===== src/sv/ppl_pkg.sv =====
// Shared types for the phone prefix range lookup: operation codes, the stored
// table word layout and the command and status bundles between controller and datapath.
// No dependencies.
`timescale 1ns / 1ps

package ppl_pkg;

  typedef enum logic [1:0] {
    OP_LOAD_WORD   = 2'd0,
    OP_LOAD_TARIFF = 2'd1,
    OP_SEARCH      = 2'd2,
    OP_CLEAR       = 2'd3
  } op_t;

  typedef struct packed {
    logic [33:0] value;
    logic        range_start;
    logic        entry_last;
    logic [7:0]  entry_id;
  } word_t;

  typedef struct packed {
    logic accept;
    logic start;
    logic extend;
    logic prime;
    logic fetch;
    logic step;
    logic hit;
    logic push;
  } cmd_t;

  typedef struct packed {
    logic done_pfx;
    logic cnt_zero;
    logic hit;
    logic last;
    logic out_free;
  } stat_t;

endpackage


===== src/sv/ppl_ctrl.sv =====
// Controller for the phone prefix range lookup: sequences prefix extension and word scans.
// Depends on ppl_pkg.
`timescale 1ns / 1ps

module ppl_ctrl import ppl_pkg::*; (
  input  logic       clk,
  input  logic       rst_n,
  input  logic       in_valid,
  input  logic [1:0] in_op,
  output logic       in_ready,
  output cmd_t       cmd,
  input  stat_t      stat
);

  typedef enum logic [5:0] {
    ST_IDLE  = 6'b000001,
    ST_CHECK = 6'b000010,
    ST_PRIME = 6'b000100,
    ST_FETCH = 6'b001000,
    ST_SCAN  = 6'b010000,
    ST_PUSH  = 6'b100000
  } state_t;

  state_t state_r, state_nxt;

  always_ff @(posedge clk) begin
    if (!rst_n) begin
      state_r <= ST_IDLE;
    end else begin
      state_r <= state_nxt;
    end
  end

  assign in_ready = (state_r == ST_IDLE);

  always_comb begin
    state_nxt = state_r;
    cmd       = '0;
    unique case (state_r)
      ST_IDLE: begin
        cmd.accept = in_valid;
        if (in_valid && (op_t'(in_op) == OP_SEARCH)) begin
          cmd.start = 1'b1;
          state_nxt = ST_CHECK;
        end
      end
      ST_CHECK: begin
        if (stat.done_pfx) begin
          state_nxt = ST_PUSH;
        end else begin
          cmd.extend = 1'b1;
          state_nxt  = ST_PRIME;
        end
      end
      ST_PRIME: begin
        if (stat.cnt_zero) begin
          state_nxt = ST_CHECK;
        end else begin
          cmd.prime = 1'b1;
          state_nxt = ST_FETCH;
        end
      end
      ST_FETCH: begin
        cmd.fetch = 1'b1;
        state_nxt = ST_SCAN;
      end
      ST_SCAN: begin
        cmd.step = 1'b1;
        if (stat.hit) begin
          cmd.hit   = 1'b1;
          state_nxt = ST_PUSH;
        end else if (stat.last) begin
          state_nxt = ST_CHECK;
        end
      end
      ST_PUSH: begin
        if (stat.out_free) begin
          cmd.push  = 1'b1;
          state_nxt = ST_IDLE;
        end
      end
      default: begin
        state_nxt = ST_IDLE;
      end
    endcase
  end

endmodule


===== config.mk =====
export PLATFORM = sky130hd
export DESIGN_NAME = ppl_ctrl
export DESIGN_NICKNAME = d
export VERILOG_FILES = /design/src/sv/ppl_pkg.sv /design/src/sv/ppl_ctrl.sv
export SDC_FILE = /design/constraint.sdc
export NUM_CORES = 1
export LEC_CHECK = 0
export BUFFER_PORTS_ARGS = -buffer_cell sky130_fd_sc_hd__buf_2
export CAP_MARGIN = 40
export CORE_AREA = 2 2 39 41
export DETAILED_ROUTE_END_ITERATION = 12
export DIE_AREA = 0 0 41 43
export PLACE_DENSITY = 0.61
export SYNTH_ARGS = -nofsm -noshare
export SYNTH_HDL_FRONTEND = slang
export SYNTH_SLANG_ARGS = --single-unit

===== constraint.sdc =====
create_clock -name clk -period 1.35 [get_ports clk]
set_input_delay 0.2025 -clock clk [delete_from_list [all_inputs] [get_ports clk]]
set_output_delay 0.2025 -clock clk [all_outputs]
set_load 0.02 [all_outputs]

==> results of run 1 <==
-- report_power, final --
group,leakage [uW],switching (uW),internal (uW)
Sequential,0.0000511,23.7,199
Clock,0.0000138,75.2,101
Combinational,0.000241,159,154
-- per-layer routing --
| metal | track usage (%) | vias to the layer above |
|---|---|---|
| met4 | 4.000 | 0 |
| met3 | 6.283 | 4 |
| li1 | - | 233 |
| met2 | 26.56 | 21 |
| met5 | 0 | - |
| met1 | 12.62 | 216 |
-- worst register-to-register path, delay by kind of cell (launching register included) --
kind | cells | cell delay [ns]
flip-flops | 1 | 0.37
buffers and inverters | 2 | 0.29
AO/OA/AOI/OAI | 1 | 0.12
AND/OR/NAND/NOR | 3 | 0.52
-- cell families after synthesis --
kind of cell	count (synthesis)
and+or+nand+nor	29
AOI/OAI and AO/OA	7
DFF	6
buffers and inverters	6
xor gates and xnor gates	1
-- synth_stat cells --
library cell | n | area [um2]
dfxtp_1 | 6 | 120.1
nor2_1 | 6 | 22.52
nand2_1 | 5 | 18.77
o21ai_0 | 2 | 10.01
inv_1 | 6 | 22.52
a31oi_1 | 3 | 18.77
and4_2 | 1 | 10.01
xnor2_1 | 1 | 8.760
a21oi_1 | 1 | 5.000
or2_2 | 1 | 6.260
and4b_1 | 2 | 20.02
nor4_1 | 1 | 6.260
a311oi_1 | 1 | 8.760
nand3b_1 | 3 | 22.52
or3_1 | 1 | 6.260
nor2b_1 | 1 | 6.260
and3_2 | 1 | 7.510
and2_2 | 1 | 7.510
nand4b_1 | 2 | 17.52
and3b_1 | 1 | 8.760
and4bb_2 | 1 | 12.51
nor3_1 | 2 | 10.01
-- per-stage QoR --
stage	setup TNS, ns	hold WS (ns)	cell area (um2)
finish	-1.130	0.1474	656.9
global route	-1.625	0.1508	656.9
CTS	-1.131	0.1479	650.6
detailed placement	0	0.3993	518.0
global placement	0	0.4017	518.0
floorplan	0	0.2818	385.4
-- area by class of cell --
| cell class | count | area, um2 |
|---|---|---|
| Fill cell | 143 | 726.9 |
| Multi-Input combinational cell | 37 | 274.0 |
| Timing Repair Buffer | 25 | 187.7 |
| Sequential cell | 6 | 130.1 |
| Clock buffer | 3 | 22.52 |
| Inverter | 6 | 22.52 |
| Tap cell | 16 | 20.02 |
-- worst min-delay path by stage --
stage / startpoint / to / cells after the start
CTS: stat[4] / state_r[2]$_SDFFE_PN0P_ / 2
finish: stat[4] / state_r[2]$_SDFFE_PN0P_ / 2
floorplan: stat[4] / state_r[2]$_SDFFE_PN0P_ / 1
global route: stat[4] / state_r[2]$_SDFFE_PN0P_ / 2
global placement: stat[4] / state_r[2]$_SDFFE_PN0P_ / 2
detailed placement: stat[4] / state_r[2]$_SDFFE_PN0P_ / 2
-- what timing repair did --
item,CTS,global route
pin swaps,7,3
setup endpoints to repair,9,11
setup buffers,4,0
gates resized for setup,29,5
hold buffers,0,0
==> out/results.ini, run 1 <==
[route]
drtIter0Drc=4
finalWirelength_mm=1.072
vias=474
routedWlPerCell_um=11.53
ant_nets=0
drc=0
wl_met3_um=53
wl_met2_um=559
vias_per_cell=5.097
top_layer=met4
firstDrtPassIters=4
wl_met1_um=444

[critical_path]
critical_path_required_ns=1.15
r2r-end=state_r[5]$_SDFFE_PN0P_
crit_cells=4
cpMaxStageDelayCell=dfxtp_2
cp-startpoint=state_r[1]$_SDFFE_PN0P_
path_max_fanout=5
crit_path_end_kind=output pin
crit_path_max_incr_delay_ns=0.33
critical-path-top-delay-family=simple AND/OR/NAND/NOR gates
ff2ff_path_depth=6
cp_cell_sequence=nor4_2 -> buf_4 -> and4bb_2 -> buf_6
cp.arrival_ns=1.34
cp-start-kind=flop
timing.rr.start=state_r[2]$_SDFFE_PN0P_
crit_end=cmd[4]
path_buf_inv=2
r2r_slack_ns=-0.03
critPathKind=reg -> out

[sta]
finClkSkew_ns=0.01299
fmax_mhz=647.9
finalWorstSetupSlack_ns=-0.1934
setup_viol=10
tightest_slew_ns=0.2192
relSlewSlack_pct=85.29
slew_violations=0
finalCritPeriodShare_pct=114.3
hold_viol=0
fin_crit_ns=1.543
rsz0062_at_grt=true

[synth]
yosys_warnings=0
yosys-mux-area-fraction_pct=0
yosys.area_share.simple_pct=48.50
synth.ff_latch_count=6
synth.avg_cell_area_um2=7.686
synth_fa_ha_area_share_pct=0
synth_compound_area_share_pct=11.30
synth_cell_types=22
netlist_area_um2=376.6
synth_nets=59
syn_inst=49
synth-xor-area-share_pct=2.326
ys_seq_area_share_pct=31.89
synth_top_family_by_area=simple AND/OR/NAND/NOR gates

[power_and_ir_drop]
fin_total_pwr_uw=712.2
peakVddDrop_mv=0.5549
p_per_area_mw_per_mm2=1084
p_leak_uw=0.0003061

[placed_design]
dp_hpwl_um=750.3
place_worst_setup_slack_ns=0.005989
numPortBuffers=18
dp.cells=86
place.gp.congestion=0.7449

[die]
ios=19
num_rows=14
start_util_pct=27.22
die_height_um=43
coreArea_mm2=0.001384
die-area_mm2=0.001763
dieWidth_um=41

[finish]
top_regs=state_r: 6 flops
final_cells=93
diodes=0
largest_reg_flops=6
syn2layout_area_growth_pct=74.42
regMostFlops=state_r
layout-drive-gt1-share_pct=63.64
fin_nets=89
final_common_cell=buf_4
final_cell_mix=buf_4 (10), buf_2 (9), buf_6 (6)
final_util_pct=47.47

[status]
status=finished with violations
violations=setup timing

[clocking]
htreeDepth=1
clock_sinks=6
cts_made_buffers=3
cts_root_buf=clkbuf_4
cts_buffer_depth=2
cts_tree=done
clkLatencyLatePin_ns=0.26
clk_pin_slew_worst_paths_ns=0.06

[global_route]
first_global_vias=457
antenna_found_initial=0
grt_pass1_wl_mm=1.697
grt_max_degree=8
globalRouteTotalUtil_pct=14.29
grt-ovfl-total=0

[run]
drv_cap=0

[min_path]
hold_path.class=in -> reg

(Power assumes the default switching activity.)
==> run 2: changes to the inputs <==
--- a/config.mk
+++ b/config.mk
@@ -11,6 +11,7 @@
 export DETAILED_ROUTE_END_ITERATION = 12
 export DIE_AREA = 0 0 41 43
 export PLACE_DENSITY = 0.61
+export SETUP_SLACK_MARGIN = 0.4
 export SYNTH_ARGS = -nofsm -noshare
 export SYNTH_HDL_FRONTEND = slang
 export SYNTH_SLANG_ARGS = --single-unit
==> run 2 against run 1 <==
Compared with the run above:
- the flow still finishes with violations (setup timing)
- clock power is 9% lower
- register-to-register slack got worse by 0.06 ns
- combinational power rose by 6.7%
- routed wire length is 14% higher
- sequential share of layout area is 1.1 points lower
- first-iteration DRC count shrank 75%
- worst setup slack worse by 0.024 ns
- cell count is 5.4% higher
- die area is the same
- power up 3.0%
- critical path depth is 1 lower
- maximum frequency decreased by 1.5%
- critical path type unchanged
- largest cell class unchanged
==> out/results.ini, run 2 (synthesized netlist as in run 1, its figures left out) <==
[finish]
syn2layout_area_growth_pct=102.3  ; was 74.42%
regMostFlops=state_r  ; unchanged
final_cell_mix=buf_2 (10), buf_6 (10), buf_4 (10)  ; was buf_4 (10), buf_2 (9), buf_6 (6)
final_util_pct=55.06  ; was 47.47%
fin_nets=94  ; was 89
layout-drive-gt1-share_pct=70.73  ; was 63.64%
largest_reg_flops=6  ; unchanged
diodes=0  ; unchanged
top_regs=state_r: 6 flops  ; unchanged

[sta]
finalCritPeriodShare_pct=116.1  ; was 114.3%
setup_viol=10  ; unchanged
slew_violations=0  ; unchanged
fin_tns_setup_ns=-1.139  ; was -1.130 ns
tightest_slew_ns=0.3333  ; was 0.2192 ns
fin_crit_ns=1.567  ; was 1.543 ns
relSlewSlack_pct=77.63  ; was 85.29%
fmax_mhz=638.0  ; was 647.9 MHz
hold_viol=0  ; unchanged
finClkSkew_ns=0.005502  ; was 0.01299 ns
finalWorstSetupSlack_ns=-0.2174  ; was -0.1934 ns
rsz0062_at_grt=true  ; unchanged

[critical_path]
cp-startpoint=state_r[5]$_SDFFE_PN0P_  ; was state_r[1]$_SDFFE_PN0P_
critPathKind=reg -> out  ; unchanged
r2r_slack_ns=-0.09  ; was -0.03 ns
cp.arrival_ns=1.36  ; was 1.34 ns
cp_cell_sequence=nor4_4 -> and4bb_2 -> buf_6  ; was nor4_2 -> buf_4 -> and4bb_2 -> buf_6
r2r-end=state_r[0]$_SDFFE_PN1P_  ; was state_r[5]$_SDFFE_PN0P_
cp-start-kind=flop  ; unchanged
crit_path_max_incr_delay_ns=0.36  ; was 0.33 ns
critical_path_required_ns=1.15  ; about the same
ff2ff_path_depth=4  ; was 6
crit_path_end_kind=output pin  ; unchanged
timing.rr.start=state_r[4]$_SDFFE_PN0P_  ; was state_r[2]$_SDFFE_PN0P_
cpMaxStageDelayCell=dfxtp_4  ; was dfxtp_2
crit_end=cmd[4]  ; unchanged
path_max_fanout=5  ; unchanged

[die]
num_rows=14  ; unchanged
start_util_pct=27.22  ; unchanged
coreArea_mm2=0.001384  ; unchanged
die-area_mm2=0.001763  ; unchanged
dieWidth_um=41  ; unchanged
die_height_um=43  ; unchanged
ios=19  ; unchanged

[power_and_ir_drop]
p_comb_share_pct=45.5  ; was 44.0%
p_leak_uw=0.0003453  ; was 0.0003061 uW
switching_share_pct=36.24  ; was 36.27%
p_switching_uw=266.0  ; was 258.3 uW
power_frac_seq_pct=32.5  ; was 31.2%
p_int_uw=467.8  ; was 453.9 uW
p_per_area_mw_per_mm2=963.0  ; was 1084 mW/mm2
fin_total_pwr_uw=733.8  ; was 712.2 uW
peakVddDrop_mv=0.8550  ; was 0.5549 mV
clkPwrFrac_pct=21.9  ; was 24.8%

[min_path]
hold_path.class=in -> reg  ; unchanged

[global_route]
grt_max_degree=8  ; unchanged
grt-ovfl-total=0  ; unchanged
globalRouteTotalUtil_pct=15.41  ; was 14.29%
first_global_vias=430  ; was 457
antenna_found_initial=0  ; unchanged
grt_pass1_wl_mm=1.821  ; was 1.697 mm

[route]
ant_nets=0  ; unchanged
drtIter0Drc=1  ; was 4
firstDrtPassIters=2  ; was 4
finalWirelength_mm=1.222  ; was 1.072 mm
routedWlPerCell_um=12.47  ; was 11.53 um
vias_per_cell=4.908  ; was 5.097
vias=481  ; was 474
drc=0  ; unchanged

[status]
violations=setup timing  ; unchanged
status=finished with violations  ; unchanged

[placed_design]
numPortBuffers=18  ; unchanged
dp_hpwl_um=779.3  ; was 750.3 um
place.gp.congestion=0.7894  ; was 0.7449
place_worst_setup_slack_ns=0.01265  ; was 0.005989 ns

[run]
drv_cap=0  ; unchanged

[clocking]
clock_sinks=6  ; unchanged
cts_root_buf=clkbuf_4  ; unchanged
cts_made_buffers=3  ; unchanged
clk_pin_slew_worst_paths_ns=0.04  ; was 0.06 ns
cts_tree=done  ; unchanged
cts_buffer_depth=2  ; unchanged
clkLatencyLatePin_ns=0.24  ; was 0.26 ns
htreeDepth=1  ; unchanged

-- run 2: final cells by class --
type | count | area (um2)
Multi-Input combinational cell | 37 | 316.6
Clock buffer | 3 | 22.52
Inverter | 6 | 22.52
Sequential cell | 6 | 142.6
Fill cell | 135 | 621.8
Timing Repair Buffer | 30 | 237.7
Tap cell | 16 | 20.02
-- run 2: per-layer routing --
metal / vias up / track usage, % / wire (um)
li1: 244 / - / -
met1: 224 / 18.51 / 461
met2: 11 / 24.06 / 707
met3: 2 / 5.236 / 37
met4: 0 / 6.000 / 16
met5: - / 0 / 0
-- run 2: power by group through the flow --
stage / Clock, uW / Combinational [uW] / Sequential (uW)
finish: 161 / 334 / 239
global route: 179 / 359 / 245
CTS: 169 / 291 / 233
global placement: 0 / 241 / 230
floorplan: 0 / 171 / 225
detailed placement: 0 / 243 / 232
-- run 2: timing repair --
item / CTS / global route
hold buffers: 0 / 0
setup buffers: 2 / 9
setup endpoints to repair: 14 / 15
pin swaps: 4 / 12
gates resized for setup: 20 / 12
-- run 2: how the worst min path moves through the flow --
stage          startpoint  cells past startpoint  slack (ns)                 endpoint
2_1_floorplan     stat[4]                      1        0.27  state_r[2]$_SDFFE_PN0P_
3_3_place_gp      stat[4]                      2        0.40  state_r[2]$_SDFFE_PN0P_
3_5_place_dp      stat[4]                      2        0.40  state_r[2]$_SDFFE_PN0P_
4_1_cts           stat[4]                      2        0.15  state_r[2]$_SDFFE_PN0P_
5_1_grt           stat[4]                      2        0.16  state_r[2]$_SDFFE_PN0P_
6_report          stat[4]                      2        0.16  state_r[2]$_SDFFE_PN0P_
-- run 2: stage by stage --
stage,instance area (um2),cells,hold slack (ns)
floorplan,426.7,49,0.2719
global placement,544.3,84,0.3988
detailed placement,544.3,84,0.4036
CTS,653.1,89,0.1544
global route,762.0,98,0.1625
finish,762.0,98,0.1590
-- run 2: worst max-delay path, delay by kind of cell (launching register included) --
kind | cells | cell delay, ns
flip-flops | 1 | 0.36
buffers and inverters | 1 | 0.12
AND/OR/NAND/NOR | 2 | 0.65
